===== config.mk =====
export PLATFORM = sky130hd
export DESIGN_NAME = sorted_array_priority_queue_flat
export DESIGN_NICKNAME = d
export VERILOG_FILES = /design/src/hw/rtl/sapq_pkg.sv /design/src/hw/rtl/sapq_if.sv /design/src/hw/rtl/sorted_array_priority_queue.sv /design/src/hw/rtl/sapq_cell.sv /design/src/flat_wrapper.sv
export SDC_FILE = /design/constraint.sdc
export NUM_CORES = 1
export LEC_CHECK = 0
export ABC_AREA = 1
export BUFFER_PORTS_ARGS = -buffer_cell sky130_fd_sc_hd__buf_4
export CORE_UTILIZATION = 45
export CTS_CLUSTER_SIZE = 20
export DETAILED_ROUTE_END_ITERATION = 8
export PLACE_DENSITY = 0.6
export RECOVER_POWER = 25
export SYNTH_ARGS = -nofsm -noshare
export SYNTH_HDL_FRONTEND = slang
export SYNTH_SLANG_ARGS = --single-unit

===== constraint.sdc =====
create_clock -name i_clk -period 4.6 [get_ports i_clk]
set_input_delay 0.92 -clock i_clk [delete_from_list [all_inputs] [get_ports i_clk]]
set_output_delay 0.92 -clock i_clk [all_outputs]
set_load 0.1 [all_outputs]

===== src/hw/rtl/sapq_pkg.sv =====
// Package with the shared types and codes of the sorted-array priority queue.
`timescale 1ns / 1ps
`default_nettype none

package sapq_pkg;

    localparam int ELEM_W = 16;
    localparam int PRIO_W = 8;
    localparam int STAT_W = 2;
    localparam int OCC_W  = 4;

    localparam logic OP_INSERT = 1'b0;
    localparam logic OP_DELETE = 1'b1;

    localparam logic [STAT_W-1:0] ST_OK        = 2'd0;
    localparam logic [STAT_W-1:0] ST_OVERFLOW  = 2'd1;
    localparam logic [STAT_W-1:0] ST_UNDERFLOW = 2'd2;

    typedef struct packed {
        logic [ELEM_W-1:0] elem;
        logic [PRIO_W-1:0] prio;
    } t_entry;

    // Broadcast to every cell of the row.
    typedef struct packed {
        logic   ins;
        logic   del;
        t_entry ins_entry;
    } t_cell_ctl;

endpackage

`default_nettype wire


===== src/hw/rtl/sapq_if.sv =====
// Valid/ready channel interfaces for the request and response items of the queue.
`timescale 1ns / 1ps
`default_nettype none

interface sapq_req_if;
    logic       valid;
    logic       ready;
    logic       op;
    logic [15:0] element;
    logic [7:0] priority_req;

    modport source (output valid, output op, output element, output priority_req,
                    input ready);
    modport sink (input valid, input op, input element, input priority_req,
                  output ready);
endinterface

interface sapq_rsp_if;
    logic       valid;
    logic       ready;
    logic [1:0] status;
    logic [15:0] out_element;
    logic [7:0] out_priority;
    logic [3:0] occupancy;

    modport source (output valid, output status, output out_element,
                    output out_priority, output occupancy, input ready);
    modport sink (input valid, input status, input out_element,
                  input out_priority, input occupancy, output ready);
endinterface

`default_nettype wire


===== src/hw/rtl/sorted_array_priority_queue.sv =====
// Top level of the sorted-array priority queue built as a row of shifting cells.
// A result item is loaded into the output register in the cycle after its request is taken.
// Throughput: one insert or delete per cycle while results drain; the row shifts all at once.
// A waiting result holds the request side off; a request is taken in the cycle it drains.
// Reset clears the entry count and the output valid; the cell contents are not cleared.
`timescale 1ns / 1ps
`default_nettype none

module sorted_array_priority_queue import sapq_pkg::*; #(
    parameter int DEPTH = 8
) (
    input wire logic   i_clk,
    input wire logic   i_rst_n,
    sapq_req_if.sink   i_req,
    sapq_rsp_if.source o_rsp
);

    localparam int CW = $clog2(DEPTH + 1);

    logic [CW-1:0] r_count;
    logic [CW-1:0] n_count;
    logic          w_accept;
    logic          w_full;
    logic          w_empty;
    t_cell_ctl     w_ctl;
    t_entry        w_cell [DEPTH];
    logic          w_ge   [DEPTH];
    logic [CW+OCC_W-1:0] w_cnt_ext;

    logic              r_out_valid;
    logic [STAT_W-1:0] r_status;
    t_entry            r_out_entry;
    logic [OCC_W-1:0]  r_occupancy;

    // A new request is taken whenever the output register is empty or being drained.
    assign i_req.ready = !r_out_valid || o_rsp.ready;
    assign w_accept    = i_req.valid && i_req.ready;

    assign w_full  = (r_count == CW'(DEPTH));
    assign w_empty = (r_count == '0);

    // Refused operations leave the row untouched.
    assign w_ctl.ins            = w_accept && (i_req.op == OP_INSERT) && !w_full;
    assign w_ctl.del            = w_accept && (i_req.op == OP_DELETE) && !w_empty;
    assign w_ctl.ins_entry.elem = i_req.element;
    assign w_ctl.ins_entry.prio = i_req.priority_req;

    always_comb begin
        n_count = r_count;
        if (w_ctl.ins) begin
            n_count = r_count + CW'(1);
        end else if (w_ctl.del) begin
            n_count = r_count - CW'(1);
        end
    end

    // Occupancy carries the low bits of the count, zero-extended for shallow queues.
    assign w_cnt_ext = {{OCC_W{1'b0}}, n_count};

    // Cell i is occupied below the count; the cell at the count is the free tail slot.
    // Each cell takes its left neighbor on an insert that lands ahead of it and its
    // right neighbor on a delete, so the whole row moves at once.
    for (genvar i = 0; i < DEPTH; i++) begin : g_cell
        t_entry w_left;
        logic   w_left_ge;
        t_entry w_right;

        if (i == 0) begin : g_first
            assign w_left    = w_ctl.ins_entry;
            assign w_left_ge = 1'b0;
        end else begin : g_mid
            assign w_left    = w_cell[i-1];
            assign w_left_ge = w_ge[i-1];
        end

        if (i == DEPTH - 1) begin : g_last
            assign w_right = '0;
        end else begin : g_inner
            assign w_right = w_cell[i+1];
        end

        sapq_cell u_cell (
            .i_clk      (i_clk),
            .i_ctl      (w_ctl),
            .i_occupied (CW'(i) < r_count),
            .i_tail     (CW'(i) == r_count),
            .i_left     (w_left),
            .i_left_ge  (w_left_ge),
            .i_right    (w_right),
            .o_entry    (w_cell[i]),
            .o_ge       (w_ge[i])
        );
    end

    always_ff @(posedge i_clk) begin
        if (!i_rst_n) begin
            r_count     <= '0;
            r_out_valid <= 1'b0;
        end else begin
            r_count <= n_count;
            if (w_accept) begin
                r_out_valid <= 1'b1;
            end else if (o_rsp.ready) begin
                r_out_valid <= 1'b0;
            end
        end
    end

    // Result payload; the front cell still holds the old head during the delete cycle.
    always_ff @(posedge i_clk) begin
        if (w_accept) begin
            r_occupancy <= w_cnt_ext[OCC_W-1:0];
            r_out_entry <= '0;
            if (i_req.op == OP_INSERT) begin
                r_status <= w_full ? ST_OVERFLOW : ST_OK;
            end else if (w_empty) begin
                r_status <= ST_UNDERFLOW;
            end else begin
                r_status    <= ST_OK;
                r_out_entry <= w_cell[0];
            end
        end
    end

    assign o_rsp.valid        = r_out_valid;
    assign o_rsp.status       = r_status;
    assign o_rsp.out_element  = r_out_entry.elem;
    assign o_rsp.out_priority = r_out_entry.prio;
    assign o_rsp.occupancy    = r_occupancy;

    // The count never runs past the depth.
    a_count_bound: assert property (@(posedge i_clk) disable iff (!i_rst_n)
        r_count <= CW'(DEPTH))
        else $error("entry count exceeds depth");

    // An insert into a full queue reports overflow and keeps the count.
    a_overflow: assert property (@(posedge i_clk) disable iff (!i_rst_n)
        (w_accept && i_req.op == OP_INSERT && w_full)
        |=> (r_status == ST_OVERFLOW) && (r_count == $past(r_count)))
        else $error("overflow not reported or queue changed");

    // A successful delete drops the count by one and returns the old head.
    a_delete: assert property (@(posedge i_clk) disable iff (!i_rst_n)
        w_ctl.del |=> (r_count == $past(r_count) - CW'(1))
                      && (r_out_entry == $past(w_cell[0])))
        else $error("delete did not pop the head");

    // Occupied cells stay in ascending order of priority value.
    for (genvar k = 1; k < DEPTH; k++) begin : g_order_chk
        a_sorted: assert property (@(posedge i_clk) disable iff (!i_rst_n)
            (CW'(k) < r_count) |-> (w_cell[k-1].prio <= w_cell[k].prio))
            else $error("cell row out of order");
    end

endmodule

`default_nettype wire


===== src/hw/rtl/sapq_cell.sv =====
// One slot of the sorted row: holds an entry and shifts with its neighbors.
`timescale 1ns / 1ps
`default_nettype none

module sapq_cell import sapq_pkg::*; (
    input  wire logic      i_clk,
    input  wire t_cell_ctl i_ctl,
    input  wire logic      i_occupied,
    input  wire logic      i_tail,
    input  wire t_entry    i_left,
    input  wire logic      i_left_ge,
    input  wire t_entry    i_right,
    output t_entry         o_entry,
    output logic           o_ge
);

    t_entry r_entry;
    t_entry n_entry;

    // The new item goes ahead of every held entry of equal or higher value.
    assign o_ge    = i_occupied && (r_entry.prio >= i_ctl.ins_entry.prio);
    assign o_entry = r_entry;

    always_comb begin
        n_entry = r_entry;
        if (i_ctl.ins) begin
            if (i_left_ge) begin
                n_entry = i_left;
            end else if (o_ge || i_tail) begin
                n_entry = i_ctl.ins_entry;
            end
        end else if (i_ctl.del) begin
            n_entry = i_right;
        end
    end

    always_ff @(posedge i_clk) begin
        r_entry <= n_entry;
    end

endmodule

`default_nettype wire


===== src/flat_wrapper.sv =====
// flat-port wrapper written by rule: the top's interface ports become plain ports
module sorted_array_priority_queue_flat import sapq_pkg::*;
#(
    parameter int DEPTH = 8
)
  (i_clk, i_rst_n, i_req_valid, i_req_op, i_req_element, i_req_priority_req, i_req_ready, o_rsp_valid, o_rsp_status, o_rsp_out_element, o_rsp_out_priority, o_rsp_occupancy, o_rsp_ready);
  sapq_req_if i_req_i ();
  sapq_rsp_if o_rsp_i ();
  input wire logic i_clk;
  input wire logic i_rst_n;
  input wire logic [$bits(i_req_i.valid)-1:0] i_req_valid;
  input wire logic [$bits(i_req_i.op)-1:0] i_req_op;
  input wire logic [$bits(i_req_i.element)-1:0] i_req_element;
  input wire logic [$bits(i_req_i.priority_req)-1:0] i_req_priority_req;
  output wire logic [$bits(i_req_i.ready)-1:0] i_req_ready;
  output wire logic [$bits(o_rsp_i.valid)-1:0] o_rsp_valid;
  output wire logic [$bits(o_rsp_i.status)-1:0] o_rsp_status;
  output wire logic [$bits(o_rsp_i.out_element)-1:0] o_rsp_out_element;
  output wire logic [$bits(o_rsp_i.out_priority)-1:0] o_rsp_out_priority;
  output wire logic [$bits(o_rsp_i.occupancy)-1:0] o_rsp_occupancy;
  input wire logic [$bits(o_rsp_i.ready)-1:0] o_rsp_ready;
  assign i_req_i.valid = i_req_valid;
  assign i_req_i.op = i_req_op;
  assign i_req_i.element = i_req_element;
  assign i_req_i.priority_req = i_req_priority_req;
  assign i_req_ready = i_req_i.ready;
  assign o_rsp_valid = o_rsp_i.valid;
  assign o_rsp_status = o_rsp_i.status;
  assign o_rsp_out_element = o_rsp_i.out_element;
  assign o_rsp_out_priority = o_rsp_i.out_priority;
  assign o_rsp_occupancy = o_rsp_i.occupancy;
  assign o_rsp_i.ready = o_rsp_ready;
  sorted_array_priority_queue #(.DEPTH(DEPTH)) u_core (.i_clk(i_clk), .i_rst_n(i_rst_n), .i_req(i_req_i), .o_rsp(o_rsp_i));
endmodule

==> flow_summary.yaml <==
sta:
  grt_setup_unrepaired: "false"
  fmax_mhz: 288.0
  setup_viol: 0
  tightest_slew_ps: 1538
  slew_violations: 31
  finalClockSkew_ps: 16.78
  relSlewSlack_pct: -2.535
  finalCriticalPeriod_ps: 3472
  fin_crit_sh_pct: 75.47
  hold_ws_ps: 516.1
  fin_setup_tns_ps: 0
  finalHoldViolCount: 0
floorplan:
  dieWidth_um: 175.9
  die_height_um: 175.9
  rows: 63
  boundaryPins: 61
  start_util_pct: 45.77
  core_area_um2: 29720
  dieArea_um2: 30930
clock_tree:
  clk_path_buf_depth: 3
  post_cts_resized: 0
  cts-root-buf: "clkbuf_16"
  clk_pin_slew_ps: 60
  ctsHoldBuffers: 0
  clk_latency_ps: 550
  cts_tree: "yes"
  cts-buffers-inserted: 26
  h-tree-depth: 1
  cts.sinks: 227
  post_cts_buffers: 0
min_path:
  min_from: "u_core.g_cell[7].u_cell.o_entry[12]"
  hp-class: "reg -> reg"
drt:
  drt_wl_total_um: 31660
  drtPass1Iterations: 5
  via_per_inst: 5.006
  wl_per_cell_um: 15.14
  ant_nets: 0
  drc: 0
  drtIter0Drc: 884
  vias: 10468
job:
  drv_cap: 1
synthesis:
  yosysTopAreaCellShare_pct: 49.01
  synthTopCellsByArea: "edfxtp_1, nand2_1, nand3_1, ha_1, nand3b_1"
  synth_top_area_cell: "edfxtp_1"
  ys_seq_area_share_pct: 49.74
  synth-seq-cells: 227
  syn_area_um2: 13600
  netlist_instances: 1650
  syn_nets: 1747
  synth_cell_types: 27
  synth_area_per_cell_um2: 8.244
  ys_warn_count: 0
grt:
  grt_pass1_wl_um: 53070
  grt_pass1_vias: 10162
  grt_max_degree: 196
  antenna_found_initial: 0
  grt.overflow.total: 0
  track_usage_pct: 21.04
layout:
  final_cell_mix: "nand2_1, nand3_1, edfxtp_1, inv_1, nor2_1"
  syn_to_final_growth_pct: 10.35
  drive_gt1_share_pct: 6.408
  final_common_cell: "nand2_1"
  antenna_cells: 0
  final_nets: 1779
pwr:
  ir_drop_mv: 0.2608
  cellLeakagePower_nw: 6.829
  total_power_mw: 5.823
  p_per_area_nw_per_um2: 387.9
run_status:
  outcome: "complete, but fails checks"
  violations: "max-capacitance violations, max-slew violations"
critical_path:
  reg2reg_from: "u_core.r_count[0]"
  critPathLaunchType: "register"
  worstSetupStartpoint: "u_core.r_count[0]"
  crit_arrival_ps: 3740
  ff2ff_setup_slack_ps: 1130
  crit_required_ps: 4860
  worstSetupPathType: "reg -> reg"
  critical_path.max_fanout: 28
  endpoint_kind: "register"
place:
  portBuffers: 60
  place_hpwl_um: 22490
  gp_congestion: 0.8119
## final timing paths
check / to / cells after the start
min: u_core.g_cell[6].u_cell.o_entry[12] / 2
min reg2reg: u_core.g_cell[6].u_cell.o_entry[12] / 2
max: u_core.g_cell[0].u_cell.o_entry[7] / 10
max reg2reg: u_core.g_cell[0].u_cell.o_entry[7] / 10
## synthesized netlist by cell type, drive strengths merged
master  instances
ha             68
o21ai          32
dfxtp           5
clkinv          8
nand3b         92
inv           146
nand2         611
xor2            2
o21a            8
edfxtp        222
nand3         227
clkbuf         39
a21oi          20
o21bai          3
buf            47
nor2          120
## sequential cells by signal, indices dropped and copies added, names as in the netlist
name / count
u_core.g_cell.u_cell.o_entry: 192
u_core.o_rsp.occupancy: 4
u_core.o_rsp.out_element: 16
u_core.o_rsp.out_priority: 8
u_core.o_rsp.status: 2
u_core.o_rsp.valid: 1
u_core.r_count: 4
## where the power goes
group	internal, mW	leakage, nW	switching, mW
sequential	2.51	2.11	0.0820
clock	1.08	0.390	0.844
combinational	0.340	4.33	0.961
total	3.94	6.83	1.89
## per-stage QoR
stage,utilization [%],cells,area [µm²],setup slack (ps)
6_report,50.51,2091,15010,1128
5_1_grt,50.51,2091,15010,789.6
4_1_cts,51.01,2091,15160,1502
3_5_place_dp,48.38,2044,14380,1003
3_3_place_gp,48.38,2044,14380,1062
2_1_floorplan,-,1650,13600,405.1
## cell families after synthesis
group | Yosys count | share of synthesized area [%]
xor gates and xnor gates | 2 | 0.1288
DFF | 227 | 49.74
buffers and inverters | 240 | 7.358
AOI/OAI and AO/OA | 63 | 2.603
adders and majority gates | 68 | 6.255
and+or+nand+nor | 1050 | 33.91
## worst max-delay path, stage by stage (launching register included)
cell and delay (ps):
dfxtp_1 370, inv_1 150, ha_1 400, nand2_4 260
nand2_1 710, nor2_4 110, nor2_1 560, inv_1 220
o21ai_0 130, inv_1 50, buf_4 220
## final cells by class
| class | instances | area (µm²) |
|---|---|---|
| multi-input cells | 1183 | 5828 |
| clock buffers | 28 | 658.1 |
| well taps | 390 | 488.0 |
| flip-flops and latches | 227 | 6766 |
| repair buffers | 90 | 564.3 |
| inverters | 154 | 580.6 |
| fillers | 2840 | 14710 |
| clock inverters | 19 | 125.1 |
## layer usage
metal  up-vias  routed length, µm  GRT usage [%]  share of wire [%]
li1       5487                  -              -                  -
met1      4654              16070          32.25                 51
met2       291              13080          31.19                 41
met3        36               2068          3.052                6.5
met4         0                445          4.601                1.4
met5         -                  0              0                  0
Power figures use the tool's default switching activity.
